$ cat src/rtl/mfa_pkg.sv
// Shared types and constants for the mixed fraction ALU.
package mfa_pkg;

  localparam int unsigned WholeBitsDefault = 16;
  localparam int unsigned FracBitsDefault  = 12;
  localparam int unsigned OutWholeBits     = 41;
  localparam int unsigned OutFracBits      = 40;
  localparam int unsigned ProdBits         = 56;
  localparam int unsigned MagBits          = 55;
  localparam int unsigned QueueDepth       = 2;

  typedef enum logic [1:0] {
    OpAdd = 2'd0,
    OpSub = 2'd1,
    OpMul = 2'd2,
    OpDiv = 2'd3
  } op_e;

  // Classified item handed from front to back: numerator and denominator.
  typedef struct packed {
    logic                       zero_den;
    logic signed [ProdBits-1:0] p;
    logic signed [ProdBits-1:0] q;
  } frac_t;

endpackage

$ cat src/rtl/mfa_back.sv
// Back end: floor division, Euclid GCD and reduction on one shared divider.
module mfa_back (
  input  logic                              clk_i,
  input  logic                              rst_ni,
  input  logic                              valid_i,
  output logic                              ready_o,
  input  mfa_pkg::frac_t                    item_i,
  output logic                              empty_o,
  input  logic                              pop_i,
  output logic signed [mfa_pkg::OutWholeBits-1:0] result_whole_o,
  output logic [mfa_pkg::OutFracBits-1:0]   result_num_o,
  output logic [mfa_pkg::OutFracBits-1:0]   result_den_o,
  output logic                              zero_denominator_o
);

  localparam int unsigned MB = mfa_pkg::MagBits;
  localparam int unsigned CB = $clog2(MB + 1);
  localparam int unsigned OW = mfa_pkg::OutWholeBits;
  localparam int unsigned OF = mfa_pkg::OutFracBits;

  typedef enum logic [3:0] {
    StIdle, StWDiv, StWFix, StGcdStart, StGcdDiv, StGcdStep,
    StRNum, StRDen, StRDone, StOut
  } state_e;

  state_e state_q;
  logic neg_q;
  logic [MB-1:0] q_q, w_q, r_q, x_q, y_q, g_q;
  // Shared restoring divider.
  logic [MB-1:0] dn_q, dd_q, quo_q, rem_q;
  logic [CB-1:0] cnt_q;
  logic          dbusy_q;
  logic [MB:0]   trial;
  logic signed [mfa_pkg::ProdBits-1:0] p_n, q_n;
  logic signed [OW-1:0] whole_q;
  logic [OF-1:0] num_q, den_q;
  logic zd_q;

  assign ready_o = (state_q == StIdle);
  assign empty_o = (state_q != StOut);
  assign result_whole_o = whole_q;
  assign result_num_o = num_q;
  assign result_den_o = den_q;
  assign zero_denominator_o = zd_q;

  assign trial = {rem_q, dn_q[MB-1]} - {1'b0, dd_q};

  always_comb begin
    p_n = item_i.q[mfa_pkg::ProdBits-1] ? -item_i.p : item_i.p;
    q_n = item_i.q[mfa_pkg::ProdBits-1] ? -item_i.q : item_i.q;
  end

  always_ff @(posedge clk_i or negedge rst_ni) begin
    if (!rst_ni) begin
      state_q <= StIdle;
      dbusy_q <= 1'b0;
    end else begin
      if (dbusy_q) begin
        if (!trial[MB]) begin
          rem_q <= trial[MB-1:0];
          quo_q <= {quo_q[MB-2:0], 1'b1};
        end else begin
          rem_q <= {rem_q[MB-2:0], dn_q[MB-1]};
          quo_q <= {quo_q[MB-2:0], 1'b0};
        end
        dn_q <= {dn_q[MB-2:0], 1'b0};
        cnt_q <= cnt_q - 1'b1;
        if (cnt_q == CB'(1)) dbusy_q <= 1'b0;
      end
      unique case (state_q)
        StIdle: if (valid_i) begin
          if (item_i.zero_den) begin
            whole_q <= '0;
            num_q <= '0;
            den_q <= OF'(1);
            zd_q <= 1'b1;
            state_q <= StOut;
          end else begin
            neg_q <= p_n[mfa_pkg::ProdBits-1];
            q_q <= MB'(q_n);
            dn_q <= p_n[mfa_pkg::ProdBits-1] ? MB'(-p_n) : MB'(p_n);
            dd_q <= MB'(q_n);
            rem_q <= '0;
            quo_q <= '0;
            cnt_q <= CB'(MB);
            dbusy_q <= 1'b1;
            zd_q <= 1'b0;
            state_q <= StWDiv;
          end
        end
        StWDiv: if (!dbusy_q) begin
          w_q <= quo_q;
          r_q <= rem_q;
          state_q <= StWFix;
        end
        StWFix: begin
          if (neg_q) begin
            if (r_q != '0) begin
              w_q <= -(w_q + 1'b1);
              r_q <= q_q - r_q;
            end else begin
              w_q <= -w_q;
            end
          end
          state_q <= StGcdStart;
        end
        StGcdStart: begin
          x_q <= r_q;
          y_q <= q_q;
          state_q <= StGcdStep;
        end
        StGcdStep: begin
          if (y_q == '0) begin
            g_q <= x_q;
            dn_q <= r_q; dd_q <= x_q;
            rem_q <= '0; quo_q <= '0;
            cnt_q <= CB'(MB); dbusy_q <= 1'b1;
            state_q <= StRNum;
          end else begin
            dn_q <= x_q; dd_q <= y_q;
            rem_q <= '0; quo_q <= '0;
            cnt_q <= CB'(MB); dbusy_q <= 1'b1;
            state_q <= StGcdDiv;
          end
        end
        StGcdDiv: if (!dbusy_q) begin
          x_q <= y_q;
          y_q <= rem_q;
          state_q <= StGcdStep;
        end
        StRNum: if (!dbusy_q) begin
          num_q <= OF'(quo_q);
          dn_q <= q_q; dd_q <= g_q;
          rem_q <= '0; quo_q <= '0;
          cnt_q <= CB'(MB); dbusy_q <= 1'b1;
          state_q <= StRDen;
        end
        StRDen: if (!dbusy_q) begin
          den_q <= OF'(quo_q);
          whole_q <= OW'(w_q);
          state_q <= StRDone;
        end
        StRDone: state_q <= StOut;
        StOut: if (pop_i) state_q <= StIdle;
        default: state_q <= StIdle;
      endcase
    end
  end

endmodule

$ cat config.mk
export PLATFORM = sky130hd
export DESIGN_NAME = mfa_back
export DESIGN_NICKNAME = d
export VERILOG_FILES = /design/src/rtl/mfa_pkg.sv /design/src/rtl/mfa_back.sv
export SDC_FILE = /design/constraint.sdc
export NUM_CORES = 2
export LEC_CHECK = 0
export CAP_MARGIN = 20
export CORE_UTILIZATION = 49
export CTS_CLUSTER_DIAMETER = 60
export DETAILED_ROUTE_END_ITERATION = 8
export DONT_BUFFER_PORTS = 1
export GPL_TIMING_DRIVEN = 0
export PLACE_DENSITY_LB_ADDON = 0.15
export SYNTH_ARGS = -nofsm -noshare
export SYNTH_HDL_FRONTEND = slang
export SYNTH_SLANG_ARGS = --single-unit
export TNS_END_PERCENT = 50
$ cat constraint.sdc
create_clock -name clk_i -period 11.6 [get_ports clk_i]
set_input_delay 0 -clock clk_i [delete_from_list [all_inputs] [get_ports clk_i]]
set_output_delay 0 -clock clk_i [all_outputs]
set_load 0.005 [all_outputs]
==> flow_summary.toml <==
[route]
vias = 35600
vias_per_cell = 6.581
post_drt_wl_per_cell_um = 28.60
wl_met1_um = 61680
met3_length_um = 18860
wl_met2_um = 66600
drtPass1Iterations = 7
drtIter0Drc = 4776
drt_wl_total_um = 154700
top_layer_used = "met5"
drc = 0
antenna_left = 0

[critical_path]
cp-end-kind = "register"
rrSetupSlack_ns = 5.46
start_kind = "register"
path_class = "reg2reg"
path_cells = "ha_1, nor2b_1, o31ai_1, a21oi_1, a211oi_1, o21a_1, o2111a_1, nor4_1, nor3b_1, xnor2_1, clkbuf_1, buf_1, mux2i_1, o21ai_0"
worstReg2RegStart = "rem_q[0]"
slowest_stage = "clkbuf_1"
critPathCapture = "rem_q[24]"
crit_fanout = 10
cp-startpoint = "rem_q[0]"
rr_worst_depth = 14
cp.required_ns = 11.96
slowest_delay_ns = 0.97
critPathArrivalTime_ns = 6.50
r2r_end = "rem_q[24]"

[yosys]
yosysSeqAreaShare_pct = 48.02
syn-instance-count = 4018
async_reset_ff_share_pct = 0.7622
syn_nets = 4253
syn_avg_cell_area_um2 = 10.20
synth_seq_cells = 656
synth_top_area_cell = "edfxtp_1"
netlist_area_um2 = 40970
synth-simple-area-share_pct = 14.12
synth_top_family_by_area = "compound AO/OA/AOI/OAI gates"
synth_compound_area_share_pct = 16.91
yosysTopAreaCellShare_pct = 47.71
synthMuxAreaShare_pct = 7.411
synthTopCellsByArea = "edfxtp_1 48%, mux2i_1 5.6%, o21ai_0 4.1%"
yosysUniqueCellTypes = 76
synth_ff_type = "edfxtp_1"
synth_warnings = 0
synth_edf_count = 651
synthAdderAreaFrac_pct = 3.640
synth_xor_area_share_pct = 6.327

[finish]
area_delta_synth_final_pct = 14.30
drive_above_1_share_pct = 6.104
utilization_pct = 56.86
final_net_count = 4500

[floorplan]
die_h_um = 291.2
core-area_um2 = 82370
row_count = 105
die-area_um2 = 84780
start_util_pct = 49.74
dieWidth_um = 291.2
ios = 241

[place]
portBuffers = 0
dp_slack_ns = 5.657
gp_congestion = 1.031
dpl.hpwl_um = 115500

[clock_tree]
worstSkewPairLatency_ns = 0.65
cts_root_buffer = "clkbuf_16"
cts_setup_buffers = 0
cts_tree = "yes"
cts_buffer_depth = 3
cts.repair.resized = 0
ctsHoldBuffers = 136
cts.sinks = 656
clkSlewWorstSetupHoldPaths_ns = 0.06
htreeDepth = 3
cts_buffers = 75

[sta]
hold_violations = 0
fin_crit_ns = 6.141
rsz0062_at_grt = "no"
finClkSkew_ns = 0.03393
finalSetupViolations = 0
timing.final.ws_setup_ns = 5.459
tightest_slew_ns = 1.315
fmax_mhz = 162.8
slew_headroom_pct = 12.30
whs_ns = 0.001173
maxSlewViolCount = 0
period_share_pct = 52.94
setup_tns_ns = 0

[global_route]
grt_pass1_vias = 32550
grt_max_degree = 167
antenna_found_initial = 14
grt_first_pass_wirelength_um = 220600
grtUsageTotal_pct = 35.33
grt_overflow = 0

[pwr]
ir_worst_vdd_uv = 154.7
p_per_area_nw_per_um2 = 272.9
p_leak_nw = 17.36
total_power_mw = 12.78

[status]
outcome = "finished, final reports clean"

[run]
cap_violations = 0

[min_path]
hp-class = "in2reg"
[cell type report]
class / instances / area (um^2)
fillers: 7212 / 35540
multi-input cells: 2973 / 19890
flip-flops and latches: 656 / 19670
clock buffers: 89 / 1961
repair buffers: 170 / 1867
well taps: 1070 / 1339
plain buffers: 235 / 887.1
clock inverters: 48 / 608.1
inverters: 154 / 578.1
diodes: 14 / 35.03
[metal layers]
metal  global-route usage, %  vias up
met1                   48.41    17320
met4                   15.55       12
li1                        -    15600
met5                       0        -
met3                   9.903      406
met2                   52.07     2266
[placed cells by master, fill, tap and decap left out, types with 59 or more instances in the layout]
| master | n |
|---|---|
| ha_1 | 116 |
| xnor2_1 | 179 |
| mux2_2 | 67 |
| a21oi_1 | 234 |
| clkbuf_1 | 221 |
| nand2_1 | 399 |
| nor4_1 | 59 |
| edfxtp_1 | 651 |
| o21ai_0 | 335 |
| clkbuf_16 | 76 |
| and2_1 | 99 |
| inv_1 | 153 |
| dlygate4sd3_1 | 135 |
| a21o_1 | 70 |
| mux2i_1 | 228 |
| nor2_1 | 269 |
| xor2_1 | 117 |
| nor3_1 | 60 |
[critical path: cells and delay by family, from the launching register on]
kind                     cells  cell delay (ns)
buffers and inverters        2             1.67
flip-flops                   1             0.59
adder cells (fa/ha/maj)      1             0.36
AO/OA/AOI/OAI                6             1.95
AND/OR/NAND/NOR              3             0.48
multiplexers                 1             0.28
XOR/XNOR                     1             0.49
[cell families after synthesis]
kind of cell,Yosys count
XOR/XNOR,296
buffers and inverters,389
multiplexers,295
AO/OA/AOI/OAI,1071
adder cells (fa/ha/maj),118
AND/OR/NAND/NOR,1193
flip-flops,656
[metrics by stage]
stage | cell area (um^2) | instances
final | 46830 | 5409
after detailed placement | 42760 | 5114
after global routing | 46810 | 5399
after global placement | 42310 | 5088
after CTS | 46700 | 5387
after floorplan | 40970 | 4018
[synthesized netlist by cell type (all sizes together) (31+ instances only)]
cell / count
xor2: 117
nor2: 269
or3: 33
a221o: 55
clkbuf: 209
and2: 102
edfxtp: 651
mux2i: 228
o221ai: 45
xnor2: 179
o21ai: 337
a21oi: 235
inv: 153
a31oi: 38
o31ai: 48
o41ai: 31
nand3: 49
ha: 116
a211oi: 41
nand2b: 32
mux2: 67
a21o: 70
and3: 57
nand2: 399
nor3: 61
nor4: 60
[power breakdown]
group	leakage, nW	internal, mW	total (mW)	switching, mW
clock	1.24	1.45	2.52	1.07
sequential	6.17	3.56	4.15	0.587
combinational	9.95	2.24	6.11	3.87
total	17.4	7.26	12.8	5.52
[worst min-delay path by stage]
stage | start | slack [ns] | to | cells after the start
3_5_place_dp | rst_ni | -0.26 | state_q[3] | 0
3_3_place_gp | rst_ni | -0.26 | state_q[3] | 0
5_1_grt | item_i[32] | 0.004 | dd_q[33] | 3
6_report | rst_ni | 0.001 | dd_q[0] | 1
2_1_floorplan | rst_ni | -0.30 | dbusy_q | 0
4_1_cts | item_i[8] | 0.002 | dd_q[9] | 4
[registers in the layout, indices dropped and copies added (netlist names), 55 cells and up]
register	count
dd_q	55
dn_q	55
g_q	55
q_q	55
r_q	55
rem_q	55
x_q	55
y_q	55
(Power assumes the default switching activity.)
