### src/rtl/mfa_pkg.sv
// Shared types and constants for the mixed fraction ALU.
package mfa_pkg;

  localparam int unsigned WholeBitsDefault = 16;
  localparam int unsigned FracBitsDefault  = 12;
  localparam int unsigned OutWholeBits     = 41;
  localparam int unsigned OutFracBits      = 40;
  localparam int unsigned ProdBits         = 56;
  localparam int unsigned MagBits          = 55;
  localparam int unsigned QueueDepth       = 2;

  typedef enum logic [1:0] {
    OpAdd = 2'd0,
    OpSub = 2'd1,
    OpMul = 2'd2,
    OpDiv = 2'd3
  } op_e;

  // Classified item handed from front to back: numerator and denominator.
  typedef struct packed {
    logic                       zero_den;
    logic signed [ProdBits-1:0] p;
    logic signed [ProdBits-1:0] q;
  } frac_t;

endpackage

### src/rtl/mfa_queue.sv
// Short queue between front and back ends.
module mfa_queue #(
  parameter int unsigned Depth = mfa_pkg::QueueDepth
) (
  input  logic           clk_i,
  input  logic           rst_ni,
  input  logic           push_i,
  output logic           full_o,
  input  mfa_pkg::frac_t data_i,
  output logic           valid_o,
  input  logic           pop_i,
  output mfa_pkg::frac_t data_o
);

  localparam int unsigned AW = (Depth > 1) ? $clog2(Depth) : 1;

  mfa_pkg::frac_t mem_q [Depth];
  logic [AW-1:0] wp_q, rp_q;
  logic [AW:0]   cnt_q;
  logic do_push, do_pop;

  assign full_o  = (cnt_q == (AW+1)'(Depth));
  assign valid_o = (cnt_q != '0);
  assign data_o  = mem_q[rp_q];
  assign do_push = push_i && !full_o;
  assign do_pop  = pop_i && valid_o;

  always_ff @(posedge clk_i) begin
    if (do_push) mem_q[wp_q] <= data_i;
  end

  always_ff @(posedge clk_i or negedge rst_ni) begin
    if (!rst_ni) begin
      wp_q <= '0;
      rp_q <= '0;
      cnt_q <= '0;
    end else begin
      if (do_push) wp_q <= (wp_q == AW'(Depth-1)) ? '0 : wp_q + 1'b1;
      if (do_pop)  rp_q <= (rp_q == AW'(Depth-1)) ? '0 : rp_q + 1'b1;
      cnt_q <= cnt_q + (AW+1)'(do_push) - (AW+1)'(do_pop);
    end
  end

endmodule

### config.mk
export PLATFORM = sky130hd
export DESIGN_NAME = mfa_queue
export DESIGN_NICKNAME = d
export VERILOG_FILES = /design/src/rtl/mfa_pkg.sv /design/src/rtl/mfa_queue.sv
export SDC_FILE = /design/constraint.sdc
export NUM_CORES = 1
export LEC_CHECK = 0
export BUFFER_PORTS_ARGS = -buffer_cell sky130_fd_sc_hd__buf_2
export CAP_MARGIN = 20
export CORE_ASPECT_RATIO = 2
export CORE_MARGIN = 4
export CORE_UTILIZATION = 47
export DETAILED_ROUTE_END_ITERATION = 12
export PLACE_DENSITY = 0.72
export SLEW_MARGIN = 20
export SYNTH_ARGS = -nofsm -noshare
export SYNTH_HDL_FRONTEND = slang
export SYNTH_SLANG_ARGS = --single-unit
### constraint.sdc
create_clock -name clk_i -period 5.6 [get_ports clk_i]
set_input_delay 1.12 -clock clk_i [delete_from_list [all_inputs] [get_ports clk_i]]
set_output_delay 1.12 -clock clk_i [all_outputs]
set_load 0.02 [all_outputs]
==> summary.txt, run 1 <==
Run status
  – Outcome: finished, final reports clean

Worst setup path
  – Startpoint type of the worst setup path: register
  – Worst path required time: between 4 and 5 ns
  – CP Capture Type: output pin
  – Worst path max stage delay: ~0.94 ns
  – CP arrival: approximately 2.5 ns
  – R2R cell count: 3
  – Critical Path Stages: 3
  – Ordered list of cells on the worst path: buf_12 > mux2_2 > buf_2
  – Worst Path Class, Setup: reg -> out
  – CP max FO: 60
  – Worst path buffer plus inverter count: 2
  – CP max stage cell: dfrtp_4
  – Critical path's top delay family: flip-flops

Place
  – Detail Placement HPWL: between 10000 and 15000 um
  – Port-buffer cells: approximately 230
  – Post-Place Worst Slack: around 2.5 ns
  – GPL Wtd Cong: 0.761
  – Placed insts: about 810

CTS
  – Clock-pin slew on the worst setup and hold paths: 0.07 ns
  – CTS tree: yes
  – Skew-Pair Late Insertion Delay: about 0.48 ns
  – Max Root-Sink Buffers: 3
  – Htree depth: 1
  – Cts hold-fix bufs: 0
  – Cts repair resizes: 0
  – Inserted Clock Buffers: 20
  – Root Driver: clkbuf_16
  – Clk sinks: 230
  – Post-CTS Setup Inserts: 0

Route
  – Average wire per standard cell: 20.1 um
  – Vias: around 4300
  – ANT nets after route: 0
  – DRT Wirelength: around 17000 um
  – Pre-Repair DR Iteration Count: 4
  – Highest Signal Layer: met5
  – Wl on met1: between 5000 and 6000 um
  – Metal3 WL: approximately 1100 um
  – DRC: 0
  – Drt initial violations: between 150 and 200
  – Vias per inst: approximately 5.1
  – Detailed-routed wire length on met2: about 9900 um

Pwr
  – Pleak: ~4.1 nW
  – Total power: slightly below 6 mW
  – Cell Pwr Density: around 550 mW/mm2
  – Worst IR drop on VDD: about 0.35 mV

STA
  – # setup viols final: 0
  – RSZ-0062 raised after global routing: no
  – Setup WS post-layout: approximately 2.0 ns
  – Setup TNS: 0 ns
  – Clock skew: 0.0180 ns
  – Slew HR: roughly 44%
  – Pins Over Slew Limit: 0
  – Crit path time final: 3.60 ns
  – Hold Slack: roughly 0.44 ns
  – Fin crit share: between 60 and 70%
  – Hold Vio Cnt, Final: 0
  – FMAX: between 0.2 and 0.3 GHz
  – Worst Tran Pin Value: between 0.8 and 0.9 ns

Floorplan
  – # rows: 69
  – Height of the chip: between 150 and 200 um
  – DIE AREA: approximately 0.021 mm2
  – Core area: around 0.018 mm2
  – Starting Density: around half
  – Die X: roughly 100 um
  – # IOs: approximately 230

Job
  – Max_cap viols: 0

Synth
  – Seq/Total Area, Yosys: about four fifths
  – Share of the synthesized area in the top cell type: 78.9%
  – Largest cells by area after synthesis: edfxtp_1, mux2_4, mux2_2
  – Distinct cells, synth: 17
  – Synthesized flop and latch total: between 200 and 250
  – Synth warnings: 0
  – Post-Syn Area: roughly 0.0086 mm2
  – Syn_nets: a little under 500
  – Dominant cell type by area after synthesis: edfxtp_1
  – Mean Syn Cell Area: between 20 and 25 um2
  – Cells after Synth: 370

Hold path
  – Min-delay worst type: in -> async

Final layout
  – Share of layout cells above drive strength 1: between 60 and 70%
  – Final-stage net count: 735
  – Final Non-Filler Cells: around 840
  – Layout area overhead: 23.5%

GRT
  – Largest net degree at the start of global routing: 61
  – Tot GR Track Use: 15.8%
  – Vias in the first global route: roughly 4700
  – First-pass GRT wire length: 25500 um
  – Global route total overflow: 0
  – Initial antenna violation count: 6
[power by group]
part           switching [mW]  internal (mW)
Sequential              0.182           2.35
Combinational            1.12          0.851
Clock                   0.557          0.730
Total                    1.86           3.93
[worst register-to-register path: cells and delay by family, from the launching register on]
kind / cells / cell delay, ns
DFF: 1 / 0.41
buffers and inverters: 1 / 0.63
and+or+nand+nor: 2 / 0.60
[cell families (layout without fill, tap and decap cells)]
kind of cell | Yosys count | count (layout) | synth area share [%]
xor+xnor | 4 | 4 | 0.407
fa+ha+maj | 2 | 2 | 0.291
buf+inv | 15 | 273 | 1.47
flops | 230 | 230 | 80.0
mux | 113 | 113 | 17.4
other cells | 0 | 3 | 0
simple gates | 6 | 6 | 0.378
[Yosys cell counts]
cell type and number:
xor2_1 1, nor2_1 1, edfxtp_1 226, and3_1 1, inv_1 2, buf_6 7
dfrtp_1 4, and2_1 1, nand2b_1 1, xnor2_1 3, or2_2 1, mux2_4 60
mux2_2 53, nand2_1 1, buf_8 1, ha_1 2, buf_2 5
[layout by cell type, fill, tap and decap left out, drive strengths merged]
cell,count
and2,1
and3,1
buf,237
bufinv,1
clkbuf,25
clkinv,7
clkinvlp,1
dfrtp,4
diode,3
edfxtp,226
ha,2
inv,2
mux2,113
nand2,1
nand2b,1
nor2,1
or2,1
xnor2,3
xor2,1
[worst paths after layout]
| kind | start | to | slack, ns |
|---|---|---|---|
| max in group asynchronous | rst_ni | rp_q | 5.01 |
| min in group clk_i | cnt_q[1] | cnt_q[1] | 0.52 |
| hold reg to reg | cnt_q[1] | cnt_q[1] | 0.52 |
| setup reg to reg | cnt_q[1] | mem_q[1][32] | 3.51 |
| hold / removal | rst_ni | cnt_q[1] | 0.44 |
| setup / recovery | rp_q | data_o[109] | 2.00 |
[final cells by class]
type                            count  area [um2]
Fill cell                        1294        7250
Sequential cell                   230        6890
Multi-Input combinational cell    125        1600
Timing Repair Buffer              237        1240
Clock buffer                       25         541
Tap cell                          213         267
Clock inverter                      9        71.3
Inverter                            2        7.51
Antenna cell                        3        7.51
[flip-flops by register name, summed over array words and instances, names as in the netlist]
| signal | flops |
|---|---|
| mem_q | 226 |
| cnt_q | 2 |
| rp_q | 1 |
| wp_q | 1 |
[routing by layer]
layer  global-route usage (%)  up-vias
met2                     31.2      169
met4                     7.35        6
met3                     3.91       44
met1                     15.2     2106
li1                         -     1966
met5                        0        -
[metrics by stage]
stage | cell area [um2] | utilization (%)
2_1_floorplan | 8610 | -
3_3_place_gp | 9990 | 55.9
3_5_place_dp | 9990 | 55.9
4_1_cts | 10600 | 59.3
5_1_grt | 10600 | 59.5
6_report | 10600 | 59.5
Note: power is estimated with default switching activity, not from simulation.
==> run 2, diff against run 1 <==
CORE_UTILIZATION = 52   (was 47)
PLACE_DENSITY = 0.76   (was 0.72)
clock period = 3.5 ns   (was 5.6 ns; I/O delays follow)
==> summary.txt, run 2 (same netlist as run 1, synthesis figures left out) <==
Final layout
  – Layout area overhead: 23.6%
  – Commonest non-fill, non-tap cell in the layout: buf_2
  – Largest Register: mem_q
  – Max reg flops: around 230
  – Final-stage net count: 735
  – Share of layout cells above drive strength 1: roughly three fifths
  – Most frequent cells in the layout: buf_2, edfxtp_1, mux2_4, mux2_2, clkbuf_16
  – Post-Route Utilization: 65.4%
  – Largest regs: mem_q (226), cnt_q (2)

GRT
  – M2 GR Usage: between 30% and 40%
  – Initial antenna violation count: 10
  – GR peak layer: met2
  – Met1 Resource Use GR: between 10% and 20%
  – Largest net degree at the start of global routing: between 60 and 70
  – Global route total overflow: 0
  – Vias in the first global route: 4735
  – First-pass GRT wire length: about 24000 um
  – Met3 Resource Use GR: under 10%
  – Tot GR Track Use: 16.8%

Route
  – Vias per inst: between 5 and 6
  – Pre-Repair DR Iteration Count: 4
  – DRC: 0
  – Drt initial violations: around 160
  – ANT nets after route: 0
  – Average wire per standard cell: between 15 and 20 um
  – Vias: approximately 4300
  – DRT Wirelength: approximately 16000 um

CTS
  – CTS tree: yes
  – Cts hold-fix bufs: 1
  – Skew-Pair Late Insertion Delay: 0.48 ns
  – Inserted Clock Buffers: 19
  – Cts repair resizes: 0
  – Root Driver: clkbuf_16
  – Htree depth: 1
  – Post-CTS Setup Inserts: 0
  – Max Root-Sink Buffers: 3
  – Clk sinks: 230
  – Clock-pin slew on the worst setup and hold paths: about 0.060 ns

Worst setup path
  – Ordered list of cells on the worst path: buf_4 > mux2_2 > buf_2
  – Critical Path Stages: 3
  – Startpoint type of the worst setup path: register
  – Worst path required time: 2.80 ns
  – CP Capture Type: output pin
  – R2R cell count: 3
  – Worst Path Class, Setup: reg -> out
  – Worst path max stage delay: between 0.5 and 0.6 ns
  – Worst path buffer plus inverter count: 2
  – CP max stage cell: buf_4
  – CP arrival: roughly 2.1 ns
  – Critical path's top delay family: buffers and inverters
  – CP max FO: 47

Floorplan
  – Starting Density: 52.9%
  – Die X: 99.0 um
  – Core area: between 0.015 and 0.02 mm2
  – # IOs: about 230
  – # rows: 66
  – DIE AREA: 0.0188 mm2
  – Height of the chip: between 150 and 200 um

Place
  – Detail Placement HPWL: between 10000 and 15000 um
  – Port-buffer cells: about 230
  – GPL Wtd Cong: roughly 0.78

STA
  – Worst Tran Pin Value: about 0.9 ns
  – Setup TNS: 0 ns
  – Hold Vio Cnt, Final: 0
  – # setup viols final: 0
  – Fin crit share: about four fifths
  – Clock skew: roughly 0.009 ns
  – Pins Over Slew Limit: 0
  – RSZ-0062 raised after global routing: no
  – FMAX: 0.360 GHz
  – Slew HR: 41.3%
  – Crit path time final: between 2 and 3 ns

Job
  – Max_cap viols: 0

Run status
  – Outcome: finished, final reports clean

Pwr
  – Worst IR drop on VDD: about 0.64 mV
  – Pleak: approximately 4.2 nW
  – Cell Pwr Density: about 870 mW/mm2

Hold path
  – Hold path depth: 1
  – Min-delay worst type: in -> reg
-- run 2: layout make-up --
type	count	area (um2)
timing repair buffer	238	1240
clock inverter	13	145
multi-input combinational	125	1600
antenna	6	15.0
sequential	230	6890
inverter	2	7.51
tap	204	255
clock buffer	20	479
fill	1104	5640
-- run 2: worst reg2reg max path, stage by stage, from the launching register on --
cell      delay, ns
dfrtp_1        0.41
nand2b_1       0.15
and3_4         0.57
buf_4          0.50
-- run 2: worst paths after layout --
| path | start | to | slack, ns |
|---|---|---|---|
| max in group asynchronous | rst_ni | rp_q | 2.82 |
| worst max-delay path | rp_q | data_o[22] | 0.72 |
| min in group asynchronous | rst_ni | cnt_q[0] | 0.55 |
| worst max register to register | cnt_q[1] | mem_q[1][14] | 1.51 |
| worst min-delay path | data_i[92] | mem_q[1][92] | 0.40 |
| worst min register to register | cnt_q[1] | cnt_q[1] | 0.53 |
-- run 2: where the power goes --
part	switching (mW)	internal, mW	leakage (nW)
combinational	1.91	1.35	1.71
sequential	0.158	3.77	2.14
clock	0.888	1.22	0.302
-- run 2: metrics by stage --
stage	power [mW]	std cells	hold WS, ns	instance area [um2]	worst slack (ns)
floorplan	6.38	370	0.404	8610	0.581
global placement	7.21	798	0.477	9980	1.27
detailed placement	7.31	798	0.509	9980	1.21
CTS	9.42	832	0.384	10600	0.694
global route	9.71	838	0.384	10600	0.651
finish	9.30	838	0.403	10600	0.719
-- run 2: layer usage --
layer / wire length [um] / vias up
met5: 47 / -
met4: 692 / 8
met3: 1070 / 45
met2: 9290 / 157
met1: 5140 / 2080
li1: - / 1967
